### src/rtl/core/sqb_fifo.sv
`default_nettype none

module sqb_fifo #(
  parameter int unsigned WIDTH = 8,
  parameter int unsigned DEPTH = 2
) (
  input  wire logic             clk_i,
  input  wire logic             rst_ni,
  input  wire logic             push_i,
  input  wire logic [WIDTH-1:0] data_i,
  input  wire logic             pop_i,
  output logic      [WIDTH-1:0] data_o,
  output logic                  full_o,
  output logic                  empty_o
);

  localparam int unsigned PW = (DEPTH > 1) ? $clog2(DEPTH) : 1;
  localparam int unsigned CW = $clog2(DEPTH + 1);

  logic [WIDTH-1:0] mem_q [DEPTH];
  logic [PW-1:0]    wr_ptr_q, rd_ptr_q;
  logic [CW-1:0]    cnt_q;
  logic             do_push, do_pop;

  assign full_o  = (cnt_q == CW'(DEPTH));
  assign empty_o = (cnt_q == '0);
  assign do_push = push_i && !full_o;
  assign do_pop  = pop_i && !empty_o;
  assign data_o  = mem_q[rd_ptr_q];

  always_ff @(posedge clk_i or negedge rst_ni) begin
    if (!rst_ni) begin
      wr_ptr_q <= '0;
      rd_ptr_q <= '0;
      cnt_q    <= '0;
    end else begin
      if (do_push) begin
        wr_ptr_q <= (wr_ptr_q == PW'(DEPTH - 1)) ? '0 : wr_ptr_q + PW'(1);
      end
      if (do_pop) begin
        rd_ptr_q <= (rd_ptr_q == PW'(DEPTH - 1)) ? '0 : rd_ptr_q + PW'(1);
      end
      if (do_push && !do_pop) begin
        cnt_q <= cnt_q + CW'(1);
      end else if (do_pop && !do_push) begin
        cnt_q <= cnt_q - CW'(1);
      end
    end
  end

  always_ff @(posedge clk_i) begin
    if (do_push) begin
      mem_q[wr_ptr_q] <= data_i;
    end
  end

endmodule

`default_nettype wire

### config.mk
export PLATFORM = sky130hd
export DESIGN_NAME = sqb_fifo
export DESIGN_NICKNAME = d
export VERILOG_FILES = /design/src/rtl/core/sqb_fifo.sv
export SDC_FILE = /design/constraint.sdc
export NUM_CORES = 1
export LEC_CHECK = 0
export ABC_AREA = 1
export BUFFER_PORTS_ARGS = -buffer_cell sky130_fd_sc_hd__clkbuf_2
export CAP_MARGIN = 20
export CORE_UTILIZATION = 40
export DETAILED_ROUTE_END_ITERATION = 10
export GPL_TIMING_DRIVEN = 0
export PLACE_DENSITY = 0.69
export SETUP_SLACK_MARGIN = 0.1
export SLEW_MARGIN = 20
export SYNTH_ARGS = -nofsm -noshare
export SYNTH_HDL_FRONTEND = slang
export SYNTH_SLANG_ARGS = --single-unit
### constraint.sdc
create_clock -name clk_i -period 2.8 [get_ports clk_i]
set_clock_uncertainty 0.1 [all_clocks]
set_input_delay 0.28 -clock clk_i [delete_from_list [all_inputs] [get_ports clk_i]]
set_output_delay 0.28 -clock clk_i [all_outputs]
set_load 0.02 [all_outputs]
# Yosys cells after proc, flatten, opt, wreduce, memory -nomap -nowiden
# Memory sizes are Yosys's and may differ from the RTL's.
# Index checks and enable logic that the tools add are counted.
# word_totals
mem_count,1
mem_bits_rw,16
out_inout_bits,10
in_bits,12
word_cells,25
regBits,4
# mem_list
name,words,word_bits,read_ports,rd_clocked_by_memory_dff,wr,line_no,rtl
mem_q,2,8,1,0,1,20,logic [WIDTH-1:0] mem_q [DEPTH];
# op_classes
addsub,4
n_eq_ne,1
n_reduce_logical,10
mux,6
# ops
op,n
1-bit logical AND,4
1-bit logical NOT,4
1-bit two-way mux,4
2-bit two-way mux,2
"1-bit adder, second input constant",2
"2-bit by 1-bit adder with 2-bit output, second input constant",1
"2-bit equality test, second input constant",1
2-bit logical NOT,1
2-bit nonzero test,1
"2-bit by 1-bit subtractor with 2-bit output, second input constant",1

# Logic depth before layout (Yosys ltp)
# logic_depth
ltp_word,7
ltp_mapped,9
mapped_depth_nobuf,9

# Least setup slack after synthesis
# No wires, ideal clock.
# synth_timing
path_type,register to register
start,register cnt_q[0]
end,register cnt_q[1]
setup_time_ps,117
arrival_time_ps,1282
required_time_ps,2583
period_less_slack_ps,1499
path_slack_ps,1301
path_buffers,0
path_stages_with_launch,8
path_cell_list,dfrtp_1 > nor2_2 > nor2_2 > ha_1 > inv_1 > nand3_1 > nand2_1 > nand2_1
# synth_via
elab_chain_cells,6
elab_cells_between_ends,15
cone_classes,add/sub: 2; eq/ne: 1; mux: 2; reduce/logical: 10
# synth_rtl
element,line_no,rtl
start: declaration,22,logic [CW-1:0] cnt_q;
start signal: assignment,44,cnt_q <= cnt_q + CW'(1);
start signal: assignment,46,cnt_q <= cnt_q - CW'(1);
2-bit equality test *,25,assign full_o = (cnt_q == CW'(DEPTH));
net full_o,13,"output logic full_o,"
1-bit logical NOT *,27,assign do_push = push_i && !full_o;
1-bit logical AND *,27,
1-bit logical NOT,45,end else if (do_pop && !do_push) begin
1-bit logical AND,45,
2-bit nonzero test (no line),-,
# The timed path passes the listed nets; every way through them passes the cells marked *. The select of a mux whose other input is x is not followed.
# A chain may end at the register's enable or synchronous reset.

# Worst setup path after layout
# layout_timing
start,register rd_ptr_q
end,output data_o[7]
# layout_via
elab_chain_cells,1
# layout_rtl
element,line_no,rtl
start: declaration,21,"logic [PW-1:0] wr_ptr_q, rd_ptr_q;"
start signal: assignment,41,rd_ptr_q <= (rd_ptr_q == PW'(DEPTH - 1)) ? '0 : rd_ptr_q + PW'(1);
memory 2 x 8 bit,-,
end: declaration,12,"output logic [WIDTH-1:0] data_o,"
# No other way between the ends.

==> results.yml <==
route:
  drt-total-wl_um: 1320
  drc: 0
  drt-wirelength-per-cell_um: 10.6
  first_iter_violations: 1
  vias: 551
  drt_first_pass_iters: 4
  drt-vias-per-instance: 4.44
  detail-route-antenna-nets: 0
sta:
  rsz0062_at_grt: "false"
  layout_setup_ws_ns: 1.08
  fin_crit_ns: 1.72
  tightest_slew_ns: 0.702
  clock.fmax_mhz: 580
  slew_viol_final: 0
  finalSetupTns_ns: 0
  setup_viol: 0
  maxSlewHeadroom_pct: 53.0
  hold_viol: 0
  fin_crit_sh_pct: 61.6
  hold_slack_ns: 0.0597
cts:
  cts_buffer_depth: 2
  clkTransAtPathRegs_ns: 0.11
  cts_resized: 0
  cts.sinks: 20
  htreeDepth: 1
  cts_tree: "built"
  clock_latency_ns: 0.29
  postCtsSetupRepairBufs: 0
  hold_buffers: 1
  cts_buffers: 3
  clockRootBuffer: "clkbuf_4"
worst_setup_path:
  worstSetupStartpointType: "flop"
  crit_fanout: 10
  critPathRequiredTime_ns: 2.42
  crit_arrival_ns: 1.34
  critPathKind: "reg -> out"
  reg2reg_depth: 3
  worst_setup_path_end_kind: "output pin"
pwr:
  leakage_nw: 0.483
  p_seq_share_pct: 40.4
  p_sw_share_pct: 37.7
  p_sw_uw: 421
  clockPowerShare_pct: 20.7
  p_int_uw: 695
  vdd_drop_max_uv: 451
  p_per_area_nw_per_um2: 1110
  comb_power_share_pct: 38.9
placement:
  dp_slack_ns: 1.11
  hpwl_um: 951
  gp_congestion: 0.765
  portBuffers: 21
synth:
  synth_edf_count: 16
  synth_seq_cells: 20
  yosysTopAreaCell: "edfxtp_1"
  yosysWarnings: 0
  syn_avg_cell_area_um2: 11.1
  synth-seq-area-share_pct: 71.7
  async_flop_share_pct: 20.0
  synth.distinct_cells: 14
  synthTopCellsByArea: "edfxtp_1 59%, nand2_1 15%, dfrtp_1 12%, inv_1 3.2%, ha_1 1.5%"
  syn-num-nets: 86
  synth_ff_type: "edfxtp_1"
  netlist_instances: 73
  netlist.area_leader.share_pct: 59.4
  synth_area_um2: 810
die:
  die_x_um: 47.0
  boundaryPins: 22
  die_h_um: 47.0
  die_area_um2: 2210
  initial_core_util_pct: 44.9
  std_cell_rows: 15
  core_um2: 1800
layout:
  diodes: 0
  drive_above_1_share_pct: 29.3
  area_growth_pct: 24.6
  nets: 113
  utilization_pct: 56.0
grt:
  grt_usage_pct: 13.9
  grt_overflow_total: 0
  grt_max_degree: 13
  antenna_found_initial: 0
  grt_pass1_wl_um: 1990
  grt_pass1_vias: 496
worst_hold_path:
  min_path_cells: 1
  hp-class: "in -> reg"
job:
  max_cap_violations: 0
outcome:
  status: "finished, final reports clean"
## Yosys cell counts, types with 2 or more instances
cell      count
nor2_2        2
nor2_1        2
inv_1         7
dfrtp_1       4
o21ai_0       2
edfxtp_1     16
nand2_1      33
## layout make-up
cell class                 instances  area, um2
fill                             160        793
tap                               25       31.3
clock inverter                     1       30.0
inverter                           8       30.0
buffer                             1       5.00
timing repair buffer              22        115
clock buffer                       3       22.5
multi-input combinational         44        194
sequential                        20        581
## metrics by stage
step | total power [mW] | cells | cell area (um2)
after floorplan | 0.757 | 73 | 810
after global placement | 0.877 | 119 | 946
after detailed placement | 0.895 | 119 | 946
after CTS | 1.13 | 124 | 1010
after global routing | 1.20 | 124 | 1010
final | 1.12 | 124 | 1010
## flip-flops by register name, indices dropped and copies added, names as in the netlist
register  flops
mem_q        16
cnt_q         2
wr_ptr_q      1
rd_ptr_q      1
## cells by family (layout without fill, tap and decap cells)
family,count (synthesis),count (layout),synth area share [%]
AO/OA/AOI/OAI,2,2,1.24
XOR/XNOR,1,1,1.08
adder cells (fa/ha/maj),1,1,1.55
buffers and inverters,9,35,4.33
flip-flops,20,20,71.7
AND/OR/NAND/NOR,40,40,20.1
## power groups by stage
stage	Sequential (mW)	Clock (mW)	Combinational (mW)
final	0.450	0.231	0.434
after global routing	0.462	0.245	0.490
after CTS	0.450	0.237	0.440
after detailed placement	0.456	0	0.439
after global placement	0.453	0	0.424
after floorplan	0.448	0	0.309
## worst max-delay path: stages (launching register included)
cell      delay [ns]
dfrtp_1         0.39
buf_2           0.19
inv_2           0.17
nand2_1         0.08
nand2_1         0.06
clkbuf_2        0.16
## layout by cell type, fill, tap and decap left out
| cell | instances |
|---|---|
| nor2_2 | 2 |
| o21ai_0 | 2 |
| dfrtp_1 | 4 |
| inv_2 | 1 |
| nand3b_1 | 1 |
| nand3_1 | 1 |
| inv_1 | 7 |
| clkbuf_4 | 3 |
| nor2_1 | 2 |
| bufinv_16 | 1 |
| ha_1 | 1 |
| nand2_1 | 33 |
| clkbuf_2 | 21 |
| buf_2 | 1 |
| dlygate4sd3_1 | 1 |
| edfxtp_1 | 16 |
| xnor2_1 | 1 |
| nand4_1 | 1 |
## final timing paths
path	from	endpoint	slack, ns
max	rd_ptr_q	data_o[7]	1.08
min	data_i[7]	mem_q[1][7]	0.06
max reg2reg	cnt_q[1]	mem_q[1][5]	1.11
min reg2reg	wr_ptr_q	wr_ptr_q	0.39
max in group asynchronous	rst_ni	cnt_q[1]	2.25
min in group asynchronous	rst_ni	rd_ptr_q	0.21
## routing by layer
layer  vias up  track usage, %  wire (um)
li1        287               -          -
met1       252            15.5        581
met2        12            23.3        682
met3         0            4.62         53
met4         0            8.00          0
met5         -               0          0
Power figures use the tool's default switching activity.
