**src/rtl/core/sqb_pkg.sv**
```systemverilog
`default_nettype none

package sqb_pkg;

  localparam int unsigned MaxVertsDefault = 4096;
  localparam int unsigned CmdDepthDefault = 2;
  localparam int unsigned ResDepthDefault = 2;

  // CORDIC gain compensation in Q2.30.
  localparam logic signed [32:0] CordicK = 33'sd652032875;

  localparam logic OP_DRAW = 1'b0;
  localparam logic OP_END  = 1'b1;

  localparam logic KIND_VERTEX = 1'b0;
  localparam logic KIND_FLUSH  = 1'b1;

  localparam logic CFG_ATLAS_W = 1'b0;
  localparam logic CFG_ATLAS_H = 1'b1;

  typedef enum logic [2:0] {
    BK_IDLE,
    BK_FLUSH,
    BK_START,
    BK_CALC,
    BK_MUL,
    BK_COR_A,
    BK_COR_B
  } back_state_e;

  typedef struct packed {
    logic               flush;
    logic [15:0]        flush_tex;
    logic [12:0]        flush_cnt;
    logic               draw;
    logic signed [31:0] pos_x;
    logic signed [31:0] pos_y;
    logic signed [31:0] pos_z;
    logic [31:0]        size_w;
    logic [31:0]        size_h;
    logic [15:0]        angle;
    logic [31:0]        src_origin;
    logic [31:0]        src_extent;
    logic [31:0]        color;
  } cmd_t;

  typedef struct packed {
    logic        kind;
    logic [31:0] vert_x;
    logic [31:0] vert_y;
    logic [31:0] vert_z;
    logic [16:0] tex_u;
    logic [16:0] tex_v;
    logic [31:0] vert_color;
    logic [15:0] batch_texture;
    logic [12:0] index_count;
    logic        last;
  } res_t;

  // Arctangent of 2^-i in binary angle units, 65536 to the turn.
  function automatic logic [13:0] atan_lut(input logic [3:0] i);
    logic [13:0] r;
    unique case (i)
      4'd0:    r = 14'd8192;
      4'd1:    r = 14'd4836;
      4'd2:    r = 14'd2555;
      4'd3:    r = 14'd1297;
      4'd4:    r = 14'd651;
      4'd5:    r = 14'd326;
      4'd6:    r = 14'd163;
      4'd7:    r = 14'd81;
      4'd8:    r = 14'd41;
      4'd9:    r = 14'd20;
      4'd10:   r = 14'd10;
      4'd11:   r = 14'd5;
      4'd12:   r = 14'd3;
      4'd13:   r = 14'd1;
      4'd14:   r = 14'd1;
      default: r = 14'd0;
    endcase
    return r;
  endfunction

  // Clamp a widened sum to the signed 32-bit range.
  function automatic logic [31:0] sat32(input logic signed [37:0] v);
    logic [31:0] r;
    if ((v[37:31] == 7'h7f) || (v[37:31] == 7'h00)) begin
      r = v[31:0];
    end else if (v[37]) begin
      r = 32'h8000_0000;
    end else begin
      r = 32'h7fff_ffff;
    end
    return r;
  endfunction

endpackage

`default_nettype wire

```
**src/rtl/core/sqb_front.sv**
```systemverilog
`default_nettype none

module sqb_front #(
  parameter int unsigned MAX_VERTS = sqb_pkg::MaxVertsDefault
) (
  input  wire logic               clk_i,
  input  wire logic               rst_ni,
  input  wire logic               push_i,
  input  wire logic               operation_i,
  input  wire logic signed [31:0] pos_x_i,
  input  wire logic signed [31:0] pos_y_i,
  input  wire logic signed [31:0] pos_z_i,
  input  wire logic        [31:0] size_w_i,
  input  wire logic        [31:0] size_h_i,
  input  wire logic        [15:0] angle_i,
  input  wire logic        [31:0] src_origin_i,
  input  wire logic        [31:0] src_extent_i,
  input  wire logic        [15:0] texture_id_i,
  input  wire logic        [31:0] color_i,
  input  wire logic               cmd_full_i,
  output logic                    cmd_push_o,
  output sqb_pkg::cmd_t           cmd_o
);

  import sqb_pkg::*;

  localparam int unsigned VW = $clog2(MAX_VERTS + 1);
  localparam int unsigned BW = VW + 1;

  logic [15:0]    cur_tex_q, cur_tex_d;
  logic [VW-1:0]  vcnt_q, vcnt_d;
  logic [BW-1:0]  bic_q, bic_d;
  logic [BW+12:0] bic_ext;
  logic           accept, is_draw, do_flush, over;

  assign accept  = push_i && !cmd_full_i;
  assign is_draw = (operation_i == OP_DRAW);
  assign over    = ({1'b0, vcnt_q} + (VW + 1)'(4)) > (VW + 1)'(MAX_VERTS);
  // A draw closes the batch on a texture change or when four more vertices do not fit.
  assign do_flush = (bic_q != '0) && (!is_draw || (texture_id_i != cur_tex_q) || over);
  assign bic_ext  = {13'b0, bic_q};

  always_comb begin
    cmd_o.flush      = do_flush;
    cmd_o.flush_tex  = cur_tex_q;
    cmd_o.flush_cnt  = bic_ext[12:0];
    cmd_o.draw       = is_draw;
    cmd_o.pos_x      = pos_x_i;
    cmd_o.pos_y      = pos_y_i;
    cmd_o.pos_z      = pos_z_i;
    cmd_o.size_w     = size_w_i;
    cmd_o.size_h     = size_h_i;
    cmd_o.angle      = angle_i;
    cmd_o.src_origin = src_origin_i;
    cmd_o.src_extent = src_extent_i;
    cmd_o.color      = color_i;
    cmd_push_o       = accept && (is_draw || do_flush);

    cur_tex_d = cur_tex_q;
    vcnt_d    = vcnt_q;
    bic_d     = bic_q;
    if (accept) begin
      if (is_draw) begin
        cur_tex_d = texture_id_i;
        vcnt_d    = (do_flush ? '0 : vcnt_q) + VW'(4);
        bic_d     = (do_flush ? '0 : bic_q) + BW'(6);
      end else if (do_flush) begin
        cur_tex_d = '0;
        vcnt_d    = '0;
        bic_d     = '0;
      end
    end
  end

  always_ff @(posedge clk_i or negedge rst_ni) begin
    if (!rst_ni) begin
      cur_tex_q <= '0;
      vcnt_q    <= '0;
      bic_q     <= '0;
    end else begin
      cur_tex_q <= cur_tex_d;
      vcnt_q    <= vcnt_d;
      bic_q     <= bic_d;
    end
  end

`ifndef ASSERT_OFF
  a_vcnt_bound: assert property (@(posedge clk_i) disable iff (!rst_ni)
    vcnt_q <= VW'(MAX_VERTS))
    else $error("vertex count above limit");
  a_draw_opens: assert property (@(posedge clk_i) disable iff (!rst_ni)
    (accept && is_draw) |=> (bic_q != '0) && (vcnt_q != '0))
    else $error("draw left no open batch");
  a_end_closes: assert property (@(posedge clk_i) disable iff (!rst_ni)
    (accept && !is_draw) |=> (bic_q == '0) && (cur_tex_q == '0))
    else $error("end left a batch open");
`endif

endmodule

`default_nettype wire

```
**config.mk**
```make
export PLATFORM = sky130hd
export DESIGN_NAME = sqb_front
export DESIGN_NICKNAME = d
export VERILOG_FILES = /design/src/rtl/core/sqb_pkg.sv /design/src/rtl/core/sqb_front.sv
export SDC_FILE = /design/constraint.sdc
export NUM_CORES = 1
export LEC_CHECK = 0
export BUFFER_PORTS_ARGS = -buffer_cell sky130_fd_sc_hd__clkbuf_2
export CORE_AREA = 2 2 232 234
export CTS_BUF_LIST = sky130_fd_sc_hd__clkbuf_8 sky130_fd_sc_hd__clkbuf_16
export DETAILED_ROUTE_END_ITERATION = 8
export DIE_AREA = 0 0 234 236
export HOLD_SLACK_MARGIN = 0.05
export PLACE_DENSITY = 0.3
export RECOVER_POWER = 25
export SETUP_SLACK_MARGIN = 0.2
export SYNTH_ARGS = -nofsm -noshare
export SYNTH_HDL_FRONTEND = slang
export SYNTH_SLANG_ARGS = --single-unit
```
**constraint.sdc**
```tcl
create_clock -name clk_i -period 4.85 [get_ports clk_i]
set_input_delay 0.485 -clock clk_i [delete_from_list [all_inputs] [get_ports clk_i]]
set_output_delay 0.485 -clock clk_i [all_outputs]
set_load 0.05 [all_outputs]
```
# Yosys cells after proc, flatten, opt, wreduce, memory -nomap -nowiden
# Index checks and enable logic that the tools add are counted.
[word_totals]
in_bits = 293
output_inout_bits = 304
ff_bits = 43
[classes]
add_sub_neg = 3
bitwise_logic = 1
n_lt_le_gt_ge = 1
reduce_logical = 9
eq_ne = 2
muxes = 6
[ops]
columns = ["cell", "n"]
rows = [
  ["2-to-1 mux 16 bit", 2],
  ["2-to-1 mux 14 bit", 2],
  ["2-to-1 mux 13 bit", 2],
  ["!= test 16 bit", 1],
  ["adder 13 x 3 -> 14 bit, second input constant", 1],
  ["adder 14 x 3 -> 14 bit, second input constant", 1],
  ["greater-than comparator 14 x 13 -> 1 bit, second input constant", 1],
  ["nonzero test 14 bit", 1],
  ["adder 13 x 3 -> 13 bit, second input constant", 1],
  ["logical AND 1 bit", 3],
  ["logical OR 1 bit", 3],
  ["!= test 2 x 1 -> 1 bit, second input constant", 1],
  ["AND reduction 2 bit", 1],
  ["logical NOT 1 bit", 1],
  ["inverter 1 bit", 1],
]

# Logic depth before layout (Yosys ltp)
[depth]
depth_word = 7
depth_mapped = 14

# Worst setup path after synthesis
# Ideal clock, no wire load.
[synth_timing]
path_kind = "flip-flop to flip-flop"
startpoint = "register cur_tex_q[8]"
endpoint = "register bic_q[11]"
synth_period_minus_slack_ps = 3491
stages_incl_launch_ff = 13
setup_slack_ps = 1359
required_ps = 4732
arrival_time_ps = 3373
path_cell_list = "dfrtp_1 xnor2_1 nand4_1 or4_4 o21ai_4 clkbuf_1 nand2_1 ha_1 nor3b_1 nand4_1 or3_1 a21o_1 a21o_1"
[synth_via]
elab_chain_cells = 7
[synth_lines]
columns = ["item", "line_no", "rtl"]
rows = [
  ["from (decl)", "sqb_front.sv:30", "logic [15:0] cur_tex_q, cur_tex_d;"],
  ["from (signal assigned)", "sqb_front.sv:81", "cur_tex_q <= cur_tex_d;"],
  ["!= test 16 bit *", "sqb_front.sv:40", "assign do_flush = (bic_q != '0) && (!is_draw || (texture_id_i != cur_tex_q) || over);"],
  ["logical OR 1 bit * (2 in series)", "sqb_front.sv:40", ""],
  ["logical AND 1 bit *", "sqb_front.sv:40", ""],
  ["2-to-1 mux 14 bit *", "n/a", ""],
  ["adder 14 x 3 -> 14 bit", "sqb_front.sv:66", "bic_d = (do_flush ? '0 : bic_q) + BW'(6);"],
  ["2-to-1 mux 14 bit *", "sqb_front.sv:63", "if (is_draw) begin"],
  ["to (signal assigned)", "sqb_front.sv:83", "bic_q <= bic_d;"],
  ["to (decl)", "sqb_front.sv:32", "logic [BW-1:0] bic_q, bic_d;"],
]
# Every way passes the cells marked *; elsewhere a longest branch is shown, timed or not.
# A chain may end at the register's enable or synchronous reset.

# Worst setup path in the final report
[layout_timing]
startpoint = "register cur_tex_q[13]"
endpoint = "register bic_q[11]"
# The elaborated chain is that of the path after synthesis.

==> results list <==
- WL/cell: 15.0 um
- The average instance in the mapped netlist occupies 8.46 um2.
- Min Tclk post-route: 3.65 ns
* Number of cells upsized or downsized after cts: 0
- Overall Global Routing Usage: 0.0505
* Remaining design rule violation count: 0
- Cell internal pwr: 0.765 mW
- Of the total power, the clock network draws 0.331.
* Area Overhead vs Synth: -19.7%
- The first global-routing pass estimated 19600 um of wire.
- Total of max-cap violations: 1
- Final setup violation count: 0
- Initial Util: 0.0807
- In this run, synthesis produced a sequential element count of 40.
* Setup clock skew after layout: 0.00657 ns
- Capturing element type of the critical path: flip-flop
- Min setup slack post-route: 1.20 ns
- In the final layout, the share of cells above drive strength 1 is 0.258.
- Avg Vias per Cell: 2.44
- Before antenna repair, the detailed router went through 6 iterations.
- For the worst flop-to-flop path, the logic depth is 12.
- In this run the cell area of the synthesized design comes to 4280 um2.
* Number of sinks on the clock net: 40
- # hold bufs at CTS: 0
- The repair_antennas step left the layout with diodes totalling 0.
- Cell count after synthesis: 506
- Post-layout nets: 569
- After synthesis, the share of flip-flops with an asynchronous set or reset is 1.00.
- P_sw: 0.474 mW
* Path category of the worst min-delay check: in2reg
- Largest net degree at the start of global routing: 41
- Among all cell types in the netlist, the one instantiated most often is buf_4.
- Number of primary I/O pins: 597
* Width of the die: 234 um
* Insertion delay of the later-clocked pin in the worst-skew pair: 0.28 ns
- Required time of the critical path: 5.02 ns
- The number of global-route vias before repair came to 2477.
* Least-Margin Pin Slew: 2.42 ns
* Proportion of power drawn by combinational gates: 0.316
- Final weighted congestion in routability-driven placement: 0.645
- Top-area cell type share of the netlist area: 0.503
- Clock tree from TritonCTS: built
- Of all cell types, the one taking the most synthesized area is buf_4.
- The critical path is of the reg2reg type.
- The final route contains 2366 vias.
- Detailed placement finished with a half-perimeter wire length of 11900 um.
- The die covers 55200 um2.
* CTS clk-pin slew, worst paths: 0.06 ns
- Post-synth EDFFs: 0
- Once the clock tree was built, the setup fixing pass inserted 0 buffers.
* Net switching fraction of the power: 0.382
- Worst setup path end: bic_q[11]$_DFFE_PN0P_
- Leading register cell type out of synthesis: dfrtp_1
- Clock tree synthesis selected as its root buffer the cell clkbuf_16.
- Counting the buffers created by CTS gives 5.
- Timing would allow up to 274 MHz.
- Top cells by area in the synthesized netlist: buf_4, dfrtp_1, a22o_1
- Critical path origin: cur_tex_q[13]$_DFFE_PN0P_
- Headroom to the max-slew limit: -0.616
- Of the total power, registers draw 0.353.
- Number of DRC markers in iteration 0: 98
- Of the available clock period, the critical path in the final layout requires 0.752.
* DP Worst Slack: 0.970 ns
- Violated checks: capacitance limit, slew limit
- Setup slack of the worst register-to-register path: 1.20 ns
- Measured along the y axis, the die boundary spans 236 um.
- For this run, the number of Yosys warnings is 0.
- STA classifies the critical path startpoint as a flip-flop.
* Placeable core region: 53100 um2
* Share of the yosys chip area belonging to registers: 0.234
- Worst voltage drop across the vdd grid: 0.112 mV
- Row count: 85
* Critical R2R Capture: bic_q[11]$_DFFE_PN0P_
* Synth cell types: 45
* Number of buffers on the longest clock path: 2
- Summed over all layers, the routed wires come to 14600 um.
* Unrepaired setup endpoints after global routing: no
* Final-report hold violation count: 0
- Post-Synthesis Net Count: 801
- Top cells by count, synth: buf_4, dfrtp_1, nand2_1, a22o_1, nand3_1
* Largest driver fanout on the critical path: 18
- The count of nets left with antenna violations once routing finished came out at 0.
- Power Density: 361 nW/um2
- Result of the run: complete, but fails checks
- Beginning of the worst register-to-register path: cur_tex_q[13]$_DFFE_PN0P_
- Number of max-slew violations in the final report: 41
* Quantity of I/O buffers inserted on ports: 51
* Aggregate negative setup slack: 0 ns
- Number of antenna violations at the first check in global routing: 0
- Leakage dissipation: 1.24 nW
* H-Tree Level Count: 2
* Global route overflow: 0
* Data arrival time of the critical path: 3.81 ns
-- critical path: stages (launching register included) --
cell and delay, ns:
dfrtp_1 0.40, xor2_1 0.17, nor4_1 0.45, nand3_1 0.25, o21ai_4 0.16, buf_4 0.25
nand2_1 0.10, ha_1 0.23, nor3b_1 0.45, nand4_1 0.26, or3_1 0.42, a21o_1 0.18
a21o_1 0.18
-- cell type report --
class	count	area (um2)
fillers	6197	49600
clock inverters	1	30.0
repair buffers	56	289
multi-input cells	162	1060
clock buffers	7	153
well taps	696	871
flip-flops and latches	40	1000
inverters	9	33.8
-- logic make-up (layout without fill, tap and decap cells) --
group	after synthesis	in the layout	synth area share
flip-flops	40	40	0.234
XOR/XNOR	16	16	0.0327
buffers and inverters	304	73	0.519
AND/OR/NAND/NOR	81	81	0.0982
other	1	1	0.000876
multiplexers	2	2	0.00497
adder cells (fa/ha/maj)	2	2	0.00585
AO/OA/AOI/OAI	60	60	0.105
-- stage by stage --
| stage | area [um2] | hold slack, ns | instances | utilization | total power, mW |
|---|---|---|---|---|---|
| final | 3440 | 0.444 | 971 | 0.0647 | 1.24 |
| after global routing | 3440 | 0.437 | 971 | 0.0647 | 1.31 |
| after CTS | 3440 | 0.295 | 971 | 0.0648 | 1.27 |
| after detailed placement | 3260 | 0.499 | 963 | 0.0614 | 0.847 |
| after global placement | 3260 | 0.491 | 963 | 0.0614 | 0.855 |
| after floorplan | 4280 | 0.189 | 506 | - | 1.33 |
-- worst min path at each step --
| stage | start | end | slack (ns) | depth (start not counted) |
|---|---|---|---|---|
| finish | texture_id_i[6] | cur_tex_q[6]$_DFFE_PN0P_ | 0.44 | 2 |
| global route | texture_id_i[6] | cur_tex_q[6]$_DFFE_PN0P_ | 0.44 | 2 |
| CTS | rst_ni | cur_tex_q[5]$_DFFE_PN0P_ | 0.29 | 2 |
| detailed placement | vcnt_q[8]$_DFFE_PN0P_ | vcnt_q[8]$_DFFE_PN0P_ | 0.50 | 1 |
| global placement | vcnt_q[8]$_DFFE_PN0P_ | vcnt_q[8]$_DFFE_PN0P_ | 0.49 | 1 |
| floorplan | rst_ni | bic_q[10]$_DFFE_PN0P_ | 0.19 | 0 |
-- power groups by stage --
stage / Sequential [mW] / Clock, mW / Combinational [mW]
after global routing: 0.445 / 0.439 / 0.429
after global placement: 0.445 / 0 / 0.410
after detailed placement: 0.442 / 0 / 0.405
after CTS: 0.437 / 0.427 / 0.404
final: 0.437 / 0.410 / 0.392
after floorplan: 0.501 / 0 / 0.828
-- cell usage in the layout (no fill, tap or decap), types with 3 or more instances in the layout --
cell type,instances
clkbuf_2,51
dfrtp_1,40
nand2_1,22
a22o_1,19
nand3_1,15
xor2_1,12
a21oi_1,10
nor2_1,9
inv_1,8
o21ai_0,8
nor4_1,7
or3_1,6
nand4_1,5
nor3_1,5
o31ai_1,5
clkbuf_16,5
xnor2_1,4
buf_4,4
a31o_2,3
-- metal layers --
metal,vias to the layer above,GRT usage,part of all wire
li1,930,-,-
met3,125,0.0361,0.18
met4,0,0.0566,0.11
met2,264,0.0642,0.38
met1,1047,0.0499,0.33
met5,-,0,0
-- sequential cells by signal, summed over array words and instances, names as in the netlist --
signal     cells
cur_tex_q     16
bic_q         13
vcnt_q        11
Note: power is estimated with default switching activity, not from simulation.
